$ cat src/hdl/dfqc_pkg.sv
package dfqc_pkg;

   localparam int FRAME_WIDTH  = 512;
   localparam int FRAME_HEIGHT = 424;

   localparam int COL_W     = (FRAME_WIDTH > 1) ? $clog2(FRAME_WIDTH) : 1;
   localparam int ROW_W     = (FRAME_HEIGHT > 1) ? $clog2(FRAME_HEIGHT) : 1;
   localparam int POS_CMP_W = 13;

   localparam int DEPTH_W    = 16;
   localparam int TALLY_W    = 18;
   localparam int LEAST_W    = 12;
   localparam int ROI_X_W    = 10;
   localparam int ROI_Y_W    = 9;
   localparam int LIMIT_W    = 16;
   localparam int AREA_W     = ROI_X_W + ROI_Y_W;
   localparam int PROD_W     = LIMIT_W + AREA_W;
   localparam int Q16_SHIFT  = 16;
   localparam int CSR_DATA_W = 16;
   localparam int CSR_IDX_W  = 3;

   localparam int QUEUE_DEPTH = 4;
   localparam int QPTR_W      = $clog2(QUEUE_DEPTH);
   localparam int QCNT_W      = $clog2(QUEUE_DEPTH + 1);

   localparam logic [DEPTH_W-1:0] NEAR_LIMIT    = 16'd600;
   localparam logic [DEPTH_W-1:0] FAR_LIMIT     = 16'd1300;
   localparam logic [DEPTH_W-1:0] MISSING_VALUE = 16'd0;
   localparam logic [LEAST_W-1:0] LEAST_START   = 12'd4000;
   localparam logic [TALLY_W-1:0] TALLY_MAX     = {TALLY_W{1'b1}};

   localparam logic [ROI_X_W-1:0] ROI_X_START_RST = 10'd153;
   localparam logic [ROI_X_W-1:0] ROI_X_END_RST   = 10'd358;
   localparam logic [ROI_Y_W-1:0] ROI_Y_START_RST = 9'd84;
   localparam logic [ROI_Y_W-1:0] ROI_Y_END_RST   = 9'd339;
   localparam logic [LIMIT_W-1:0] MISSING_LIM_RST = 16'd39322;
   localparam logic [LIMIT_W-1:0] NEAR_LIM_RST    = 16'd6554;
   localparam logic [LIMIT_W-1:0] NOTFAR_LIM_RST  = 16'd19661;

   typedef enum logic [CSR_IDX_W-1:0] {
      CSR_ROI_X_START = 3'd0,
      CSR_ROI_X_END   = 3'd1,
      CSR_ROI_Y_START = 3'd2,
      CSR_ROI_Y_END   = 3'd3,
      CSR_MISSING_LIM = 3'd4,
      CSR_NEAR_LIM    = 3'd5,
      CSR_NOTFAR_LIM  = 3'd6
   } csr_index_type;

   typedef enum logic [1:0] {
      VERDICT_GOOD = 2'd0,
      VERDICT_NEAR = 2'd1,
      VERDICT_FAR  = 2'd2
   } verdict_type;

   typedef enum logic [2:0] {
      BK_RUN,
      BK_AREA,
      BK_MUL_MISS,
      BK_MUL_NEAR,
      BK_MUL_FAR,
      BK_DONE
   } back_state_type;

   typedef struct packed {
      logic [ROI_X_W-1:0] roi_x_start;
      logic [ROI_X_W-1:0] roi_x_end;
      logic [ROI_Y_W-1:0] roi_y_start;
      logic [ROI_Y_W-1:0] roi_y_end;
      logic [LIMIT_W-1:0] missing_lim;
      logic [LIMIT_W-1:0] near_lim;
      logic [LIMIT_W-1:0] notfar_lim;
   } cfg_type;

   typedef struct packed {
      logic               missing;
      logic               valid;
      logic               near;
      logic               notfar;
      logic [DEPTH_W-1:0] depth;
      logic               last;
   } entry_type;

   typedef struct packed {
      logic full;
      logic empty;
   } queue_status_type;

   function automatic logic [ROI_X_W-1:0] clip_x(input logic [ROI_X_W-1:0] x_end);
      logic [ROI_X_W-1:0] res;
      if (POS_CMP_W'(x_end) > POS_CMP_W'(FRAME_WIDTH)) begin
         res = ROI_X_W'(FRAME_WIDTH);
      end else begin
         res = x_end;
      end
      return res;
   endfunction

   function automatic logic [ROI_Y_W-1:0] clip_y(input logic [ROI_Y_W-1:0] y_end);
      logic [ROI_Y_W-1:0] res;
      if (POS_CMP_W'(y_end) > POS_CMP_W'(FRAME_HEIGHT)) begin
         res = ROI_Y_W'(FRAME_HEIGHT);
      end else begin
         res = y_end;
      end
      return res;
   endfunction

endpackage

$ cat src/hdl/dfqc_if.sv
interface dfqc_req_if;
   logic                           valid;
   logic                           ready;
   logic [dfqc_pkg::DEPTH_W-1:0]   depth;
   logic                           frame_end;

   modport source(output valid, depth, frame_end, input ready);
   modport sink(input valid, depth, frame_end, output ready);
endinterface

interface dfqc_rsp_if;
   logic                           valid;
   logic                           ready;
   logic [1:0]                     verdict;
   logic [dfqc_pkg::TALLY_W-1:0]   missing_count;
   logic [dfqc_pkg::TALLY_W-1:0]   near_count;
   logic [dfqc_pkg::TALLY_W-1:0]   notfar_count;
   logic [dfqc_pkg::LEAST_W-1:0]   least_depth;

   modport source(output valid, verdict, missing_count, near_count, notfar_count,
                  least_depth, input ready);
   modport sink(input valid, verdict, missing_count, near_count, notfar_count,
                least_depth, output ready);
endinterface

$ cat src/hdl/depth_frame_quality_check.sv
// Checks one depth frame, fed one pixel per req beat in raster order with frame_end on
// the last pixel, against a rectangle and three Q0.16 fraction limits set over the csr
// port, and gives one rsp beat per frame with the verdict, the missing, near and
// not-far counts and the least valid depth. Pixels are taken at one per cycle while
// the queue has room; the front classifies each pixel and hands it through a
// four-entry queue to the back, which keeps the tallies. On the frame end pixel the
// back works out the area, then the three limit-times-area products through one
// shared multiplier, and waits for a free rsp slot, so the queue absorbs the first
// pixels of the next frame and req ready drops only once it fills.
module depth_frame_quality_check (
   input  logic                               clock,
   input  logic                               reset,
   dfqc_req_if.sink                           req_chan,
   dfqc_rsp_if.source                         rsp_chan,
   input  logic                               csr_we,
   input  logic [dfqc_pkg::CSR_IDX_W-1:0]     csr_index,
   input  logic [dfqc_pkg::CSR_DATA_W-1:0]    csr_wdata
);

   dfqc_pkg::cfg_type          cfg_ff, cfg_in;
   dfqc_pkg::entry_type        push_entry;
   dfqc_pkg::entry_type        head;
   dfqc_pkg::queue_status_type q_status;
   logic                       push;
   logic                       pop;

   always_comb begin
      cfg_in = cfg_ff;
      if (csr_we) begin
         unique case (csr_index)
            dfqc_pkg::CSR_ROI_X_START:
               cfg_in.roi_x_start = csr_wdata[dfqc_pkg::ROI_X_W-1:0];
            dfqc_pkg::CSR_ROI_X_END:
               cfg_in.roi_x_end = csr_wdata[dfqc_pkg::ROI_X_W-1:0];
            dfqc_pkg::CSR_ROI_Y_START:
               cfg_in.roi_y_start = csr_wdata[dfqc_pkg::ROI_Y_W-1:0];
            dfqc_pkg::CSR_ROI_Y_END:
               cfg_in.roi_y_end = csr_wdata[dfqc_pkg::ROI_Y_W-1:0];
            dfqc_pkg::CSR_MISSING_LIM:
               cfg_in.missing_lim = csr_wdata[dfqc_pkg::LIMIT_W-1:0];
            dfqc_pkg::CSR_NEAR_LIM:
               cfg_in.near_lim = csr_wdata[dfqc_pkg::LIMIT_W-1:0];
            dfqc_pkg::CSR_NOTFAR_LIM:
               cfg_in.notfar_lim = csr_wdata[dfqc_pkg::LIMIT_W-1:0];
            default: cfg_in = cfg_ff;
         endcase
      end
   end

   always_ff @(posedge clock) begin
      if (reset) begin
         cfg_ff.roi_x_start <= dfqc_pkg::ROI_X_START_RST;
         cfg_ff.roi_x_end   <= dfqc_pkg::ROI_X_END_RST;
         cfg_ff.roi_y_start <= dfqc_pkg::ROI_Y_START_RST;
         cfg_ff.roi_y_end   <= dfqc_pkg::ROI_Y_END_RST;
         cfg_ff.missing_lim <= dfqc_pkg::MISSING_LIM_RST;
         cfg_ff.near_lim    <= dfqc_pkg::NEAR_LIM_RST;
         cfg_ff.notfar_lim  <= dfqc_pkg::NOTFAR_LIM_RST;
      end else begin
         cfg_ff <= cfg_in;
      end
   end

   dfqc_front u_front (
      .clock      (clock),
      .reset      (reset),
      .cfg        (cfg_ff),
      .req_chan   (req_chan),
      .q_status   (q_status),
      .push       (push),
      .push_entry (push_entry)
   );

   dfqc_queue u_queue (
      .clock      (clock),
      .reset      (reset),
      .push       (push),
      .push_entry (push_entry),
      .pop        (pop),
      .head       (head),
      .status     (q_status)
   );

   dfqc_back u_back (
      .clock    (clock),
      .reset    (reset),
      .cfg      (cfg_ff),
      .head     (head),
      .q_status (q_status),
      .pop      (pop),
      .rsp_chan (rsp_chan)
   );

   a_no_push_full: assert property (@(posedge clock) disable iff (reset)
      push |-> !q_status.full)
      else $error("pixel pushed into full queue");

   a_no_pop_empty: assert property (@(posedge clock) disable iff (reset)
      pop |-> !q_status.empty)
      else $error("pixel popped from empty queue");

   a_least_bound: assert property (@(posedge clock) disable iff (reset)
      rsp_chan.valid |-> rsp_chan.least_depth <= dfqc_pkg::LEAST_START)
      else $error("least depth above start value");

   a_near_in_notfar: assert property (@(posedge clock) disable iff (reset)
      rsp_chan.valid |-> rsp_chan.near_count <= rsp_chan.notfar_count)
      else $error("near count exceeds not-far count");

endmodule

$ cat src/hdl/dfqc_front.sv
module dfqc_front (
   input  logic                         clock,
   input  logic                         reset,
   input  dfqc_pkg::cfg_type            cfg,
   dfqc_req_if.sink                     req_chan,
   input  dfqc_pkg::queue_status_type   q_status,
   output logic                         push,
   output dfqc_pkg::entry_type          push_entry
);

   logic [dfqc_pkg::COL_W-1:0] col_ff, col_in;
   logic [dfqc_pkg::ROW_W-1:0] row_ff, row_in;
   logic [dfqc_pkg::ROI_X_W-1:0] x_end;
   logic [dfqc_pkg::ROI_Y_W-1:0] y_end;
   logic in_roi;
   logic is_missing;

   assign req_chan.ready = !q_status.full;
   assign push = req_chan.valid && req_chan.ready;

   assign x_end = dfqc_pkg::clip_x(cfg.roi_x_end);
   assign y_end = dfqc_pkg::clip_y(cfg.roi_y_end);

   assign in_roi =
      (dfqc_pkg::POS_CMP_W'(col_ff) >= dfqc_pkg::POS_CMP_W'(cfg.roi_x_start)) &&
      (dfqc_pkg::POS_CMP_W'(col_ff) <  dfqc_pkg::POS_CMP_W'(x_end)) &&
      (dfqc_pkg::POS_CMP_W'(row_ff) >= dfqc_pkg::POS_CMP_W'(cfg.roi_y_start)) &&
      (dfqc_pkg::POS_CMP_W'(row_ff) <  dfqc_pkg::POS_CMP_W'(y_end));

   assign is_missing = (req_chan.depth == dfqc_pkg::MISSING_VALUE);

   always_comb begin
      push_entry.missing = in_roi && is_missing;
      push_entry.valid   = in_roi && !is_missing;
      push_entry.near    = in_roi && !is_missing && (req_chan.depth < dfqc_pkg::NEAR_LIMIT);
      push_entry.notfar  = in_roi && !is_missing && (req_chan.depth < dfqc_pkg::FAR_LIMIT);
      push_entry.depth   = req_chan.depth;
      push_entry.last    = req_chan.frame_end;
   end

   // raster position, cleared by the frame end beat
   always_comb begin
      col_in = col_ff;
      row_in = row_ff;
      if (push) begin
         if (req_chan.frame_end) begin
            col_in = '0;
            row_in = '0;
         end else if (col_ff == dfqc_pkg::COL_W'(dfqc_pkg::FRAME_WIDTH - 1)) begin
            col_in = '0;
            if (row_ff == dfqc_pkg::ROW_W'(dfqc_pkg::FRAME_HEIGHT - 1)) begin
               row_in = '0;
            end else begin
               row_in = row_ff + 1'b1;
            end
         end else begin
            col_in = col_ff + 1'b1;
         end
      end
   end

   always_ff @(posedge clock) begin
      if (reset) begin
         col_ff <= '0;
         row_ff <= '0;
      end else begin
         col_ff <= col_in;
         row_ff <= row_in;
      end
   end

endmodule

$ cat src/hdl/dfqc_queue.sv
module dfqc_queue (
   input  logic                         clock,
   input  logic                         reset,
   input  logic                         push,
   input  dfqc_pkg::entry_type          push_entry,
   input  logic                         pop,
   output dfqc_pkg::entry_type          head,
   output dfqc_pkg::queue_status_type   status
);

   dfqc_pkg::entry_type slot_ff [dfqc_pkg::QUEUE_DEPTH];
   logic [dfqc_pkg::QPTR_W-1:0] wr_ptr_ff, wr_ptr_in;
   logic [dfqc_pkg::QPTR_W-1:0] rd_ptr_ff, rd_ptr_in;
   logic [dfqc_pkg::QCNT_W-1:0] count_ff, count_in;

   assign status.full  = (count_ff == dfqc_pkg::QCNT_W'(dfqc_pkg::QUEUE_DEPTH));
   assign status.empty = (count_ff == '0);
   assign head = slot_ff[rd_ptr_ff];

   always_comb begin
      wr_ptr_in = push ? wr_ptr_ff + 1'b1 : wr_ptr_ff;
      rd_ptr_in = pop ? rd_ptr_ff + 1'b1 : rd_ptr_ff;
      count_in  = count_ff;
      if (push && !pop) begin
         count_in = count_ff + 1'b1;
      end else if (pop && !push) begin
         count_in = count_ff - 1'b1;
      end
   end

   always_ff @(posedge clock) begin
      if (reset) begin
         wr_ptr_ff <= '0;
         rd_ptr_ff <= '0;
         count_ff  <= '0;
      end else begin
         wr_ptr_ff <= wr_ptr_in;
         rd_ptr_ff <= rd_ptr_in;
         count_ff  <= count_in;
      end
   end

   always_ff @(posedge clock) begin
      if (push) begin
         slot_ff[wr_ptr_ff] <= push_entry;
      end
   end

endmodule

$ cat src/hdl/dfqc_back.sv
module dfqc_back (
   input  logic                         clock,
   input  logic                         reset,
   input  dfqc_pkg::cfg_type            cfg,
   input  dfqc_pkg::entry_type          head,
   input  dfqc_pkg::queue_status_type   q_status,
   output logic                         pop,
   dfqc_rsp_if.source                   rsp_chan
);

   dfqc_pkg::back_state_type state_ff, state_in;

   logic [dfqc_pkg::TALLY_W-1:0] missing_ff, missing_in;
   logic [dfqc_pkg::TALLY_W-1:0] near_ff, near_in;
   logic [dfqc_pkg::TALLY_W-1:0] notfar_ff, notfar_in;
   logic [dfqc_pkg::LEAST_W-1:0] least_ff, least_in;

   logic [dfqc_pkg::AREA_W-1:0] area_ff, area_in;
   logic [dfqc_pkg::PROD_W-1:0] prod_ff, prod_in;
   logic miss_over_ff, miss_over_in;
   logic near_over_ff, near_over_in;

   logic                         rsp_valid_ff, rsp_valid_in;
   logic [1:0]                   verdict_ff, verdict_in;
   logic [dfqc_pkg::TALLY_W-1:0] out_missing_ff, out_near_ff, out_notfar_ff;
   logic [dfqc_pkg::LEAST_W-1:0] out_least_ff;

   logic [dfqc_pkg::ROI_X_W-1:0] x_end, width;
   logic [dfqc_pkg::ROI_Y_W-1:0] y_end, height;
   logic [dfqc_pkg::LIMIT_W-1:0] mul_lim;
   logic [dfqc_pkg::PROD_W-1:0]  mul_prod;
   logic [dfqc_pkg::PROD_W-1:0]  missing_scaled, near_scaled, notfar_scaled;
   logic out_free;
   logic load;

   assign x_end  = dfqc_pkg::clip_x(cfg.roi_x_end);
   assign y_end  = dfqc_pkg::clip_y(cfg.roi_y_end);
   assign width  = (x_end > cfg.roi_x_start) ? x_end - cfg.roi_x_start : '0;
   assign height = (y_end > cfg.roi_y_start) ? y_end - cfg.roi_y_start : '0;

   assign missing_scaled = dfqc_pkg::PROD_W'(missing_ff) << dfqc_pkg::Q16_SHIFT;
   assign near_scaled    = dfqc_pkg::PROD_W'(near_ff) << dfqc_pkg::Q16_SHIFT;
   assign notfar_scaled  = dfqc_pkg::PROD_W'(notfar_ff) << dfqc_pkg::Q16_SHIFT;

   // one shared limit times area multiplier
   always_comb begin
      unique case (state_ff)
         dfqc_pkg::BK_MUL_NEAR: mul_lim = cfg.near_lim;
         dfqc_pkg::BK_MUL_FAR:  mul_lim = cfg.notfar_lim;
         default:               mul_lim = cfg.missing_lim;
      endcase
   end
   assign mul_prod = dfqc_pkg::PROD_W'(mul_lim) * dfqc_pkg::PROD_W'(area_ff);

   assign out_free = !rsp_valid_ff || rsp_chan.ready;
   assign pop  = (state_ff == dfqc_pkg::BK_RUN) && !q_status.empty;
   assign load = (state_ff == dfqc_pkg::BK_DONE) && out_free;

   always_comb begin
      state_in = state_ff;
      unique case (state_ff)
         dfqc_pkg::BK_RUN: begin
            if (pop && head.last) begin
               state_in = dfqc_pkg::BK_AREA;
            end
         end
         dfqc_pkg::BK_AREA:     state_in = dfqc_pkg::BK_MUL_MISS;
         dfqc_pkg::BK_MUL_MISS: state_in = dfqc_pkg::BK_MUL_NEAR;
         dfqc_pkg::BK_MUL_NEAR: state_in = dfqc_pkg::BK_MUL_FAR;
         dfqc_pkg::BK_MUL_FAR:  state_in = dfqc_pkg::BK_DONE;
         dfqc_pkg::BK_DONE: begin
            if (out_free) begin
               state_in = dfqc_pkg::BK_RUN;
            end
         end
         default: state_in = dfqc_pkg::BK_RUN;
      endcase
   end

   always_comb begin
      missing_in   = missing_ff;
      near_in      = near_ff;
      notfar_in    = notfar_ff;
      least_in     = least_ff;
      area_in      = area_ff;
      prod_in      = prod_ff;
      miss_over_in = miss_over_ff;
      near_over_in = near_over_ff;
      verdict_in   = dfqc_pkg::VERDICT_GOOD;
      rsp_valid_in = rsp_valid_ff && !rsp_chan.ready;

      unique case (state_ff)
         dfqc_pkg::BK_RUN: begin
            if (pop) begin
               if (head.missing && missing_ff != dfqc_pkg::TALLY_MAX) begin
                  missing_in = missing_ff + 1'b1;
               end
               if (head.near && near_ff != dfqc_pkg::TALLY_MAX) begin
                  near_in = near_ff + 1'b1;
               end
               if (head.notfar && notfar_ff != dfqc_pkg::TALLY_MAX) begin
                  notfar_in = notfar_ff + 1'b1;
               end
               if (head.valid && head.depth < dfqc_pkg::DEPTH_W'(least_ff)) begin
                  least_in = head.depth[dfqc_pkg::LEAST_W-1:0];
               end
            end
         end
         dfqc_pkg::BK_AREA: begin
            area_in = dfqc_pkg::AREA_W'(width) * dfqc_pkg::AREA_W'(height);
         end
         dfqc_pkg::BK_MUL_MISS: begin
            prod_in = mul_prod;
         end
         dfqc_pkg::BK_MUL_NEAR: begin
            miss_over_in = missing_scaled > prod_ff;
            prod_in      = mul_prod;
         end
         dfqc_pkg::BK_MUL_FAR: begin
            near_over_in = near_scaled > prod_ff;
            prod_in      = mul_prod;
         end
         dfqc_pkg::BK_DONE: begin
            if (area_ff == '0) begin
               verdict_in = dfqc_pkg::VERDICT_GOOD;
            end else if (miss_over_ff || near_over_ff) begin
               verdict_in = dfqc_pkg::VERDICT_NEAR;
            end else if (notfar_scaled < prod_ff) begin
               verdict_in = dfqc_pkg::VERDICT_FAR;
            end else begin
               verdict_in = dfqc_pkg::VERDICT_GOOD;
            end
            if (load) begin
               rsp_valid_in = 1'b1;
               missing_in   = '0;
               near_in      = '0;
               notfar_in    = '0;
               least_in     = dfqc_pkg::LEAST_START;
            end
         end
         default: begin
            verdict_in = dfqc_pkg::VERDICT_GOOD;
         end
      endcase
   end

   always_ff @(posedge clock) begin
      if (reset) begin
         state_ff     <= dfqc_pkg::BK_RUN;
         missing_ff   <= '0;
         near_ff      <= '0;
         notfar_ff    <= '0;
         least_ff     <= dfqc_pkg::LEAST_START;
         rsp_valid_ff <= 1'b0;
      end else begin
         state_ff     <= state_in;
         missing_ff   <= missing_in;
         near_ff      <= near_in;
         notfar_ff    <= notfar_in;
         least_ff     <= least_in;
         rsp_valid_ff <= rsp_valid_in;
      end
   end

   always_ff @(posedge clock) begin
      area_ff      <= area_in;
      prod_ff      <= prod_in;
      miss_over_ff <= miss_over_in;
      near_over_ff <= near_over_in;
      if (load) begin
         verdict_ff     <= verdict_in;
         out_missing_ff <= missing_ff;
         out_near_ff    <= near_ff;
         out_notfar_ff  <= notfar_ff;
         out_least_ff   <= least_ff;
      end
   end

   assign rsp_chan.valid         = rsp_valid_ff;
   assign rsp_chan.verdict       = verdict_ff;
   assign rsp_chan.missing_count = out_missing_ff;
   assign rsp_chan.near_count    = out_near_ff;
   assign rsp_chan.notfar_count  = out_notfar_ff;
   assign rsp_chan.least_depth   = out_least_ff;

endmodule

$ cat src/flat_wrapper.sv
// flat-port wrapper written by rule: the top's interface ports become plain ports
module depth_frame_quality_check_flat 
  (clock, reset, csr_we, csr_index, csr_wdata, req_chan_valid, req_chan_depth, req_chan_frame_end, req_chan_ready, rsp_chan_valid, rsp_chan_verdict, rsp_chan_missing_count, rsp_chan_near_count, rsp_chan_notfar_count, rsp_chan_least_depth, rsp_chan_ready);
  dfqc_req_if req_chan_i ();
  dfqc_rsp_if rsp_chan_i ();
  input  logic clock;
  input  logic reset;
  input  logic csr_we;
  input  logic [dfqc_pkg::CSR_IDX_W-1:0] csr_index;
  input  logic [dfqc_pkg::CSR_DATA_W-1:0] csr_wdata;
  input wire logic [$bits(req_chan_i.valid)-1:0] req_chan_valid;
  input wire logic [$bits(req_chan_i.depth)-1:0] req_chan_depth;
  input wire logic [$bits(req_chan_i.frame_end)-1:0] req_chan_frame_end;
  output wire logic [$bits(req_chan_i.ready)-1:0] req_chan_ready;
  output wire logic [$bits(rsp_chan_i.valid)-1:0] rsp_chan_valid;
  output wire logic [$bits(rsp_chan_i.verdict)-1:0] rsp_chan_verdict;
  output wire logic [$bits(rsp_chan_i.missing_count)-1:0] rsp_chan_missing_count;
  output wire logic [$bits(rsp_chan_i.near_count)-1:0] rsp_chan_near_count;
  output wire logic [$bits(rsp_chan_i.notfar_count)-1:0] rsp_chan_notfar_count;
  output wire logic [$bits(rsp_chan_i.least_depth)-1:0] rsp_chan_least_depth;
  input wire logic [$bits(rsp_chan_i.ready)-1:0] rsp_chan_ready;
  assign req_chan_i.valid = req_chan_valid;
  assign req_chan_i.depth = req_chan_depth;
  assign req_chan_i.frame_end = req_chan_frame_end;
  assign req_chan_ready = req_chan_i.ready;
  assign rsp_chan_valid = rsp_chan_i.valid;
  assign rsp_chan_verdict = rsp_chan_i.verdict;
  assign rsp_chan_missing_count = rsp_chan_i.missing_count;
  assign rsp_chan_near_count = rsp_chan_i.near_count;
  assign rsp_chan_notfar_count = rsp_chan_i.notfar_count;
  assign rsp_chan_least_depth = rsp_chan_i.least_depth;
  assign rsp_chan_i.ready = rsp_chan_ready;
  depth_frame_quality_check u_core (.clock(clock), .reset(reset), .req_chan(req_chan_i), .rsp_chan(rsp_chan_i), .csr_we(csr_we), .csr_index(csr_index), .csr_wdata(csr_wdata));
endmodule
$ cat config.mk
export PLATFORM = sky130hd
export DESIGN_NAME = depth_frame_quality_check_flat
export DESIGN_NICKNAME = d
export VERILOG_FILES = /design/src/hdl/dfqc_pkg.sv /design/src/hdl/dfqc_if.sv /design/src/hdl/depth_frame_quality_check.sv /design/src/hdl/dfqc_front.sv /design/src/hdl/dfqc_queue.sv /design/src/hdl/dfqc_back.sv /design/src/flat_wrapper.sv
export SDC_FILE = /design/constraint.sdc
export NUM_CORES = 2
export LEC_CHECK = 0
export BUFFER_PORTS_ARGS = -buffer_cell sky130_fd_sc_hd__buf_2
export CELL_PAD_IN_SITES_DETAIL_PLACEMENT = 2
export CELL_PAD_IN_SITES_GLOBAL_PLACEMENT = 2
export CORE_MARGIN = 4
export CORE_UTILIZATION = 42
export DETAILED_ROUTE_END_ITERATION = 8
export PLACE_DENSITY = 0.92
export SYNTH_ARGS = -nofsm -noshare
export SYNTH_HDL_FRONTEND = slang
export SYNTH_SLANG_ARGS = --single-unit
$ cat constraint.sdc
create_clock -name clock -period 9.7 [get_ports clock]
set_input_delay 1.455 -clock clock [delete_from_list [all_inputs] [get_ports clock]]
set_output_delay 1.455 -clock clock [all_outputs]
set_load 0.01 [all_outputs]
==> results.sh <==
export IMPL_worst_slack_ps=12.3
export IMPL_cts_setup_buffers=0
export IMPL_pre_cts_ws_ps=1130
export IMPL_initial_core_util=0.426
export IMPL_fmax_mhz=103
export IMPL_hold_buffers=0
export IMPL_period_needed_ps=9690
export IMPL_syn_area_sq_mm=0.0306
export IMPL_antenna_found_initial=4
export IMPL_worstHoldStart="u_core.u_back.least_ff[8]$_SDFFE_PP1P_"
export IMPL_whs_endpoint="u_core.u_back.rsp_chan.least_depth[8]$_DFFE_PP_"
export IMPL_clock_latency_ps=660
export IMPL_clk_path_buf_depth=3
export IMPL_rr_startpoint="u_core.u_back.state_ff[2]$_SDFFE_PP0P_"
export IMPL_firstDrtPassIters=6
export IMPL_finalMaxSlewViolations=0
export IMPL_finalHoldViolations=0
export IMPL_synth_top_flop_cell="edfxtp_1"
export IMPL_place_inst=4123
export IMPL_routed_via_count=27900
export IMPL_placed_area_sq_mm=0.0322
export IMPL_worst_setup_path_start_kind="flip-flop"
export IMPL_synth_distinct_cells=73
export IMPL_wl_per_cell_um=38.2
export IMPL_relSlewSlack=0.0533
export IMPL_synthArstFlopShare=0
export IMPL_io_pins=111
export IMPL_final_cell_area_sq_mm=0.0337
export IMPL_syn_num_nets=3746
export IMPL_numCtsBuffers=44
export IMPL_synth_edff_count=208
export IMPL_fill_cells=7525
export IMPL_worstHoldPathCells=0
export IMPL_htree_levels=2
export IMPL_skew_ps=54.7
export IMPL_synth_top_area_share=0.204
export IMPL_cts_resized=0
export IMPL_yosysTopAreaCell="edfxtp_1"
export IMPL_setup_viol=0
export IMPL_grt_pass1_vias=31100
export IMPL_critPathMaxFanout=19
export IMPL_endpoint_kind="flip-flop"
export IMPL_worst_r2r_cell_count=25
export IMPL_syn_to_final_growth_pct=10.1
export IMPL_dp_hpwl_um=96100
export IMPL_core_area_sq_mm=0.0719
export IMPL_yosysMostFrequentCell="nand2_1"
export IMPL_clock_sinks=391
export IMPL_reg2reg_slack_ps=10
export IMPL_status="complete, no violations"
export IMPL_vias_per_cell=6.64
export IMPL_wl_um=161000
export IMPL_synthTopCellsByCount="471 x nand2_1, 436 x inv_1, 296 x fa_1"
export IMPL_clkTransAtPathRegs_ps=70
export IMPL_overflow=0
export IMPL_ys_warn_count=0
export IMPL_crit_required_ps=10060
export IMPL_worstReg2RegEnd="u_core.u_back.prod_ff[32]$_DFFE_PP_"
export IMPL_post_route_drc_count=0
export IMPL_die_h_um=278
export IMPL_grt_pass1_wl_um=218000
export IMPL_finalNonFillerCells=4208
export IMPL_dieArea_sq_mm=0.0773
export IMPL_drive_gt1_frac=0.0756
export IMPL_dieWidth_um=278
export IMPL_yosys_register_bits=391
export IMPL_yosysSeqAreaShare=0.323
export IMPL_fin_crit_sh=0.999
export IMPL_grt_max_degree=95
export IMPL_rows=98
export IMPL_ant_nets=0
export IMPL_drt_iter0_drc=3056
export IMPL_io_buffers=110
export IMPL_crit_arrival_ps=10050
export IMPL_syn_inst=3132
export IMPL_hp_class="flip-flop to flip-flop"
export IMPL_finish_net_count=3833
export IMPL_maxCapViolCount=0
export IMPL_worstSetupPathType="flip-flop to flip-flop"
export IMPL_root_buffer="clkbuf_16"
export IMPL_cts_tree="done"
export IMPL_tns_ps=0
export IMPL_track_usage=0.381
export IMPL_tightest_slew_ps=1420
export IMPL_synth_area_leaders="edfxtp_1 20%, fa_1 19%, dfxtp_1 12%"
export IMPL_synth_area_per_cell_sq_um=9.78
export IMPL_gp_congestion=0.868
-- critical path, stage by stage, from the launching register on --
cell     delay [ps]
dfxtp_1         600
inv_1           200
nor3_2          260
buf_4           420
mux2i_1         240
o21ai_1         380
buf_4           380
nand2_1         380
fa_1            770
inv_1           110
fa_1            440
fa_1            810
inv_1           200
fa_1            540
inv_1            90
fa_1            500
fa_1            640
ha_1            640
nand2_1         150
a21oi_1         200
a21oi_1         130
a211o_1         300
a31o_2          260
o21ai_0         380
a31oi_1         190
xnor2_1         150
-- placed cells by master, fill, tap and decap left out, drive strengths merged, types with 52 or more instances in the layout --
cell    instances
nand2         471
inv           438
fa            296
ha            277
edfxtp        208
nor2          196
dfxtp         183
and2          139
buf           139
a21oi         135
o21ai          70
clkbuf         66
xor2           62
xnor2          57
nand3          55
nand4          52
-- sequential cells by signal, indices dropped and copies added, names as in the netlist, 12 cells and up, named ones only --
name	count
u_core.u_back.rsp_chan.least_depth	12
u_core.u_back.rsp_chan.missing_count	18
u_core.u_back.prod_ff	35
u_core.cfg_ff	86
u_core.u_back.rsp_chan.notfar_count	18
u_core.u_back.rsp_chan.near_count	18
u_core.u_queue.slot_ff	84
u_core.u_back.notfar_ff	18
u_core.u_back.area_ff	19
u_core.u_back.near_ff	18
u_core.u_back.least_ff	12
u_core.u_back.missing_ff	18
-- metal layers --
metal  track usage  up-vias  part of all wire
met3        0.0886     1206             0.094
met4         0.316        0              0.12
met2         0.663     2321              0.47
li1              -    10500                 -
met5             0        -                 0
met1         0.388    13900              0.32
-- logic make-up after synthesis --
logic type | after synthesis | share of synthesized area
compound gates | 361 | 0.0756
xor+xnor | 119 | 0.0340
fa+ha+maj | 573 | 0.307
buf+inv | 534 | 0.0666
flops | 391 | 0.323
mux | 38 | 0.0194
simple gates | 1116 | 0.174
-- stage by stage --
| step | hold slack (ps) | util |
|---|---|---|
| floorplan | 408 | - |
| global placement | 411 | 0.448 |
| detailed placement | 418 | 0.448 |
| CTS | 434 | 0.469 |
| global route | 449 | 0.469 |
| finish | 454 | 0.469 |
-- how the worst max path moves through the flow --
stage                                                start                             endpoint  slack (ps)  cells after the start
floorplan           u_core.u_back.state_ff[2]$_SDFFE_PP0P_  u_core.u_back.prod_ff[32]$_DFFE_PP_        2540                     27
global placement            u_core.cfg_ff[71]$_SDFFE_PP1P_  u_core.u_back.area_ff[18]$_DFFE_PP_        1850                     26
detailed placement          u_core.cfg_ff[72]$_SDFFE_PP1P_  u_core.u_back.area_ff[16]$_DFFE_PP_        1130                     28
CTS                 u_core.u_back.state_ff[2]$_SDFFE_PP0P_  u_core.u_back.prod_ff[33]$_DFFE_PP_         700                     27
global route                u_core.cfg_ff[71]$_SDFFE_PP1P_  u_core.u_back.area_ff[16]$_DFFE_PP_        -160                     28
finish              u_core.u_back.state_ff[2]$_SDFFE_PP0P_  u_core.u_back.prod_ff[32]$_DFFE_PP_          10                     25
-- layout make-up --
| class | count | area (sq um) | share of cell area |
|---|---|---|---|
| Timing Repair Buffer | 139 | 771 | 0.0229 |
| Multi-Input combinational cell | 2207 | 18700 | 0.555 |
| Inverter | 436 | 1640 | 0.0485 |
| Sequential cell | 391 | 9910 | 0.294 |
| Antenna cell | 3 | 7.51 | 0.000223 |
| Tap cell | 950 | 1190 | 0.0352 |
| Clock buffer | 66 | 1310 | 0.0388 |
| Clock inverter | 16 | 201 | 0.00597 |
Power is not shown: default switching activity piles up to over one toggle a cycle in this logic, so the estimate is an artifact.
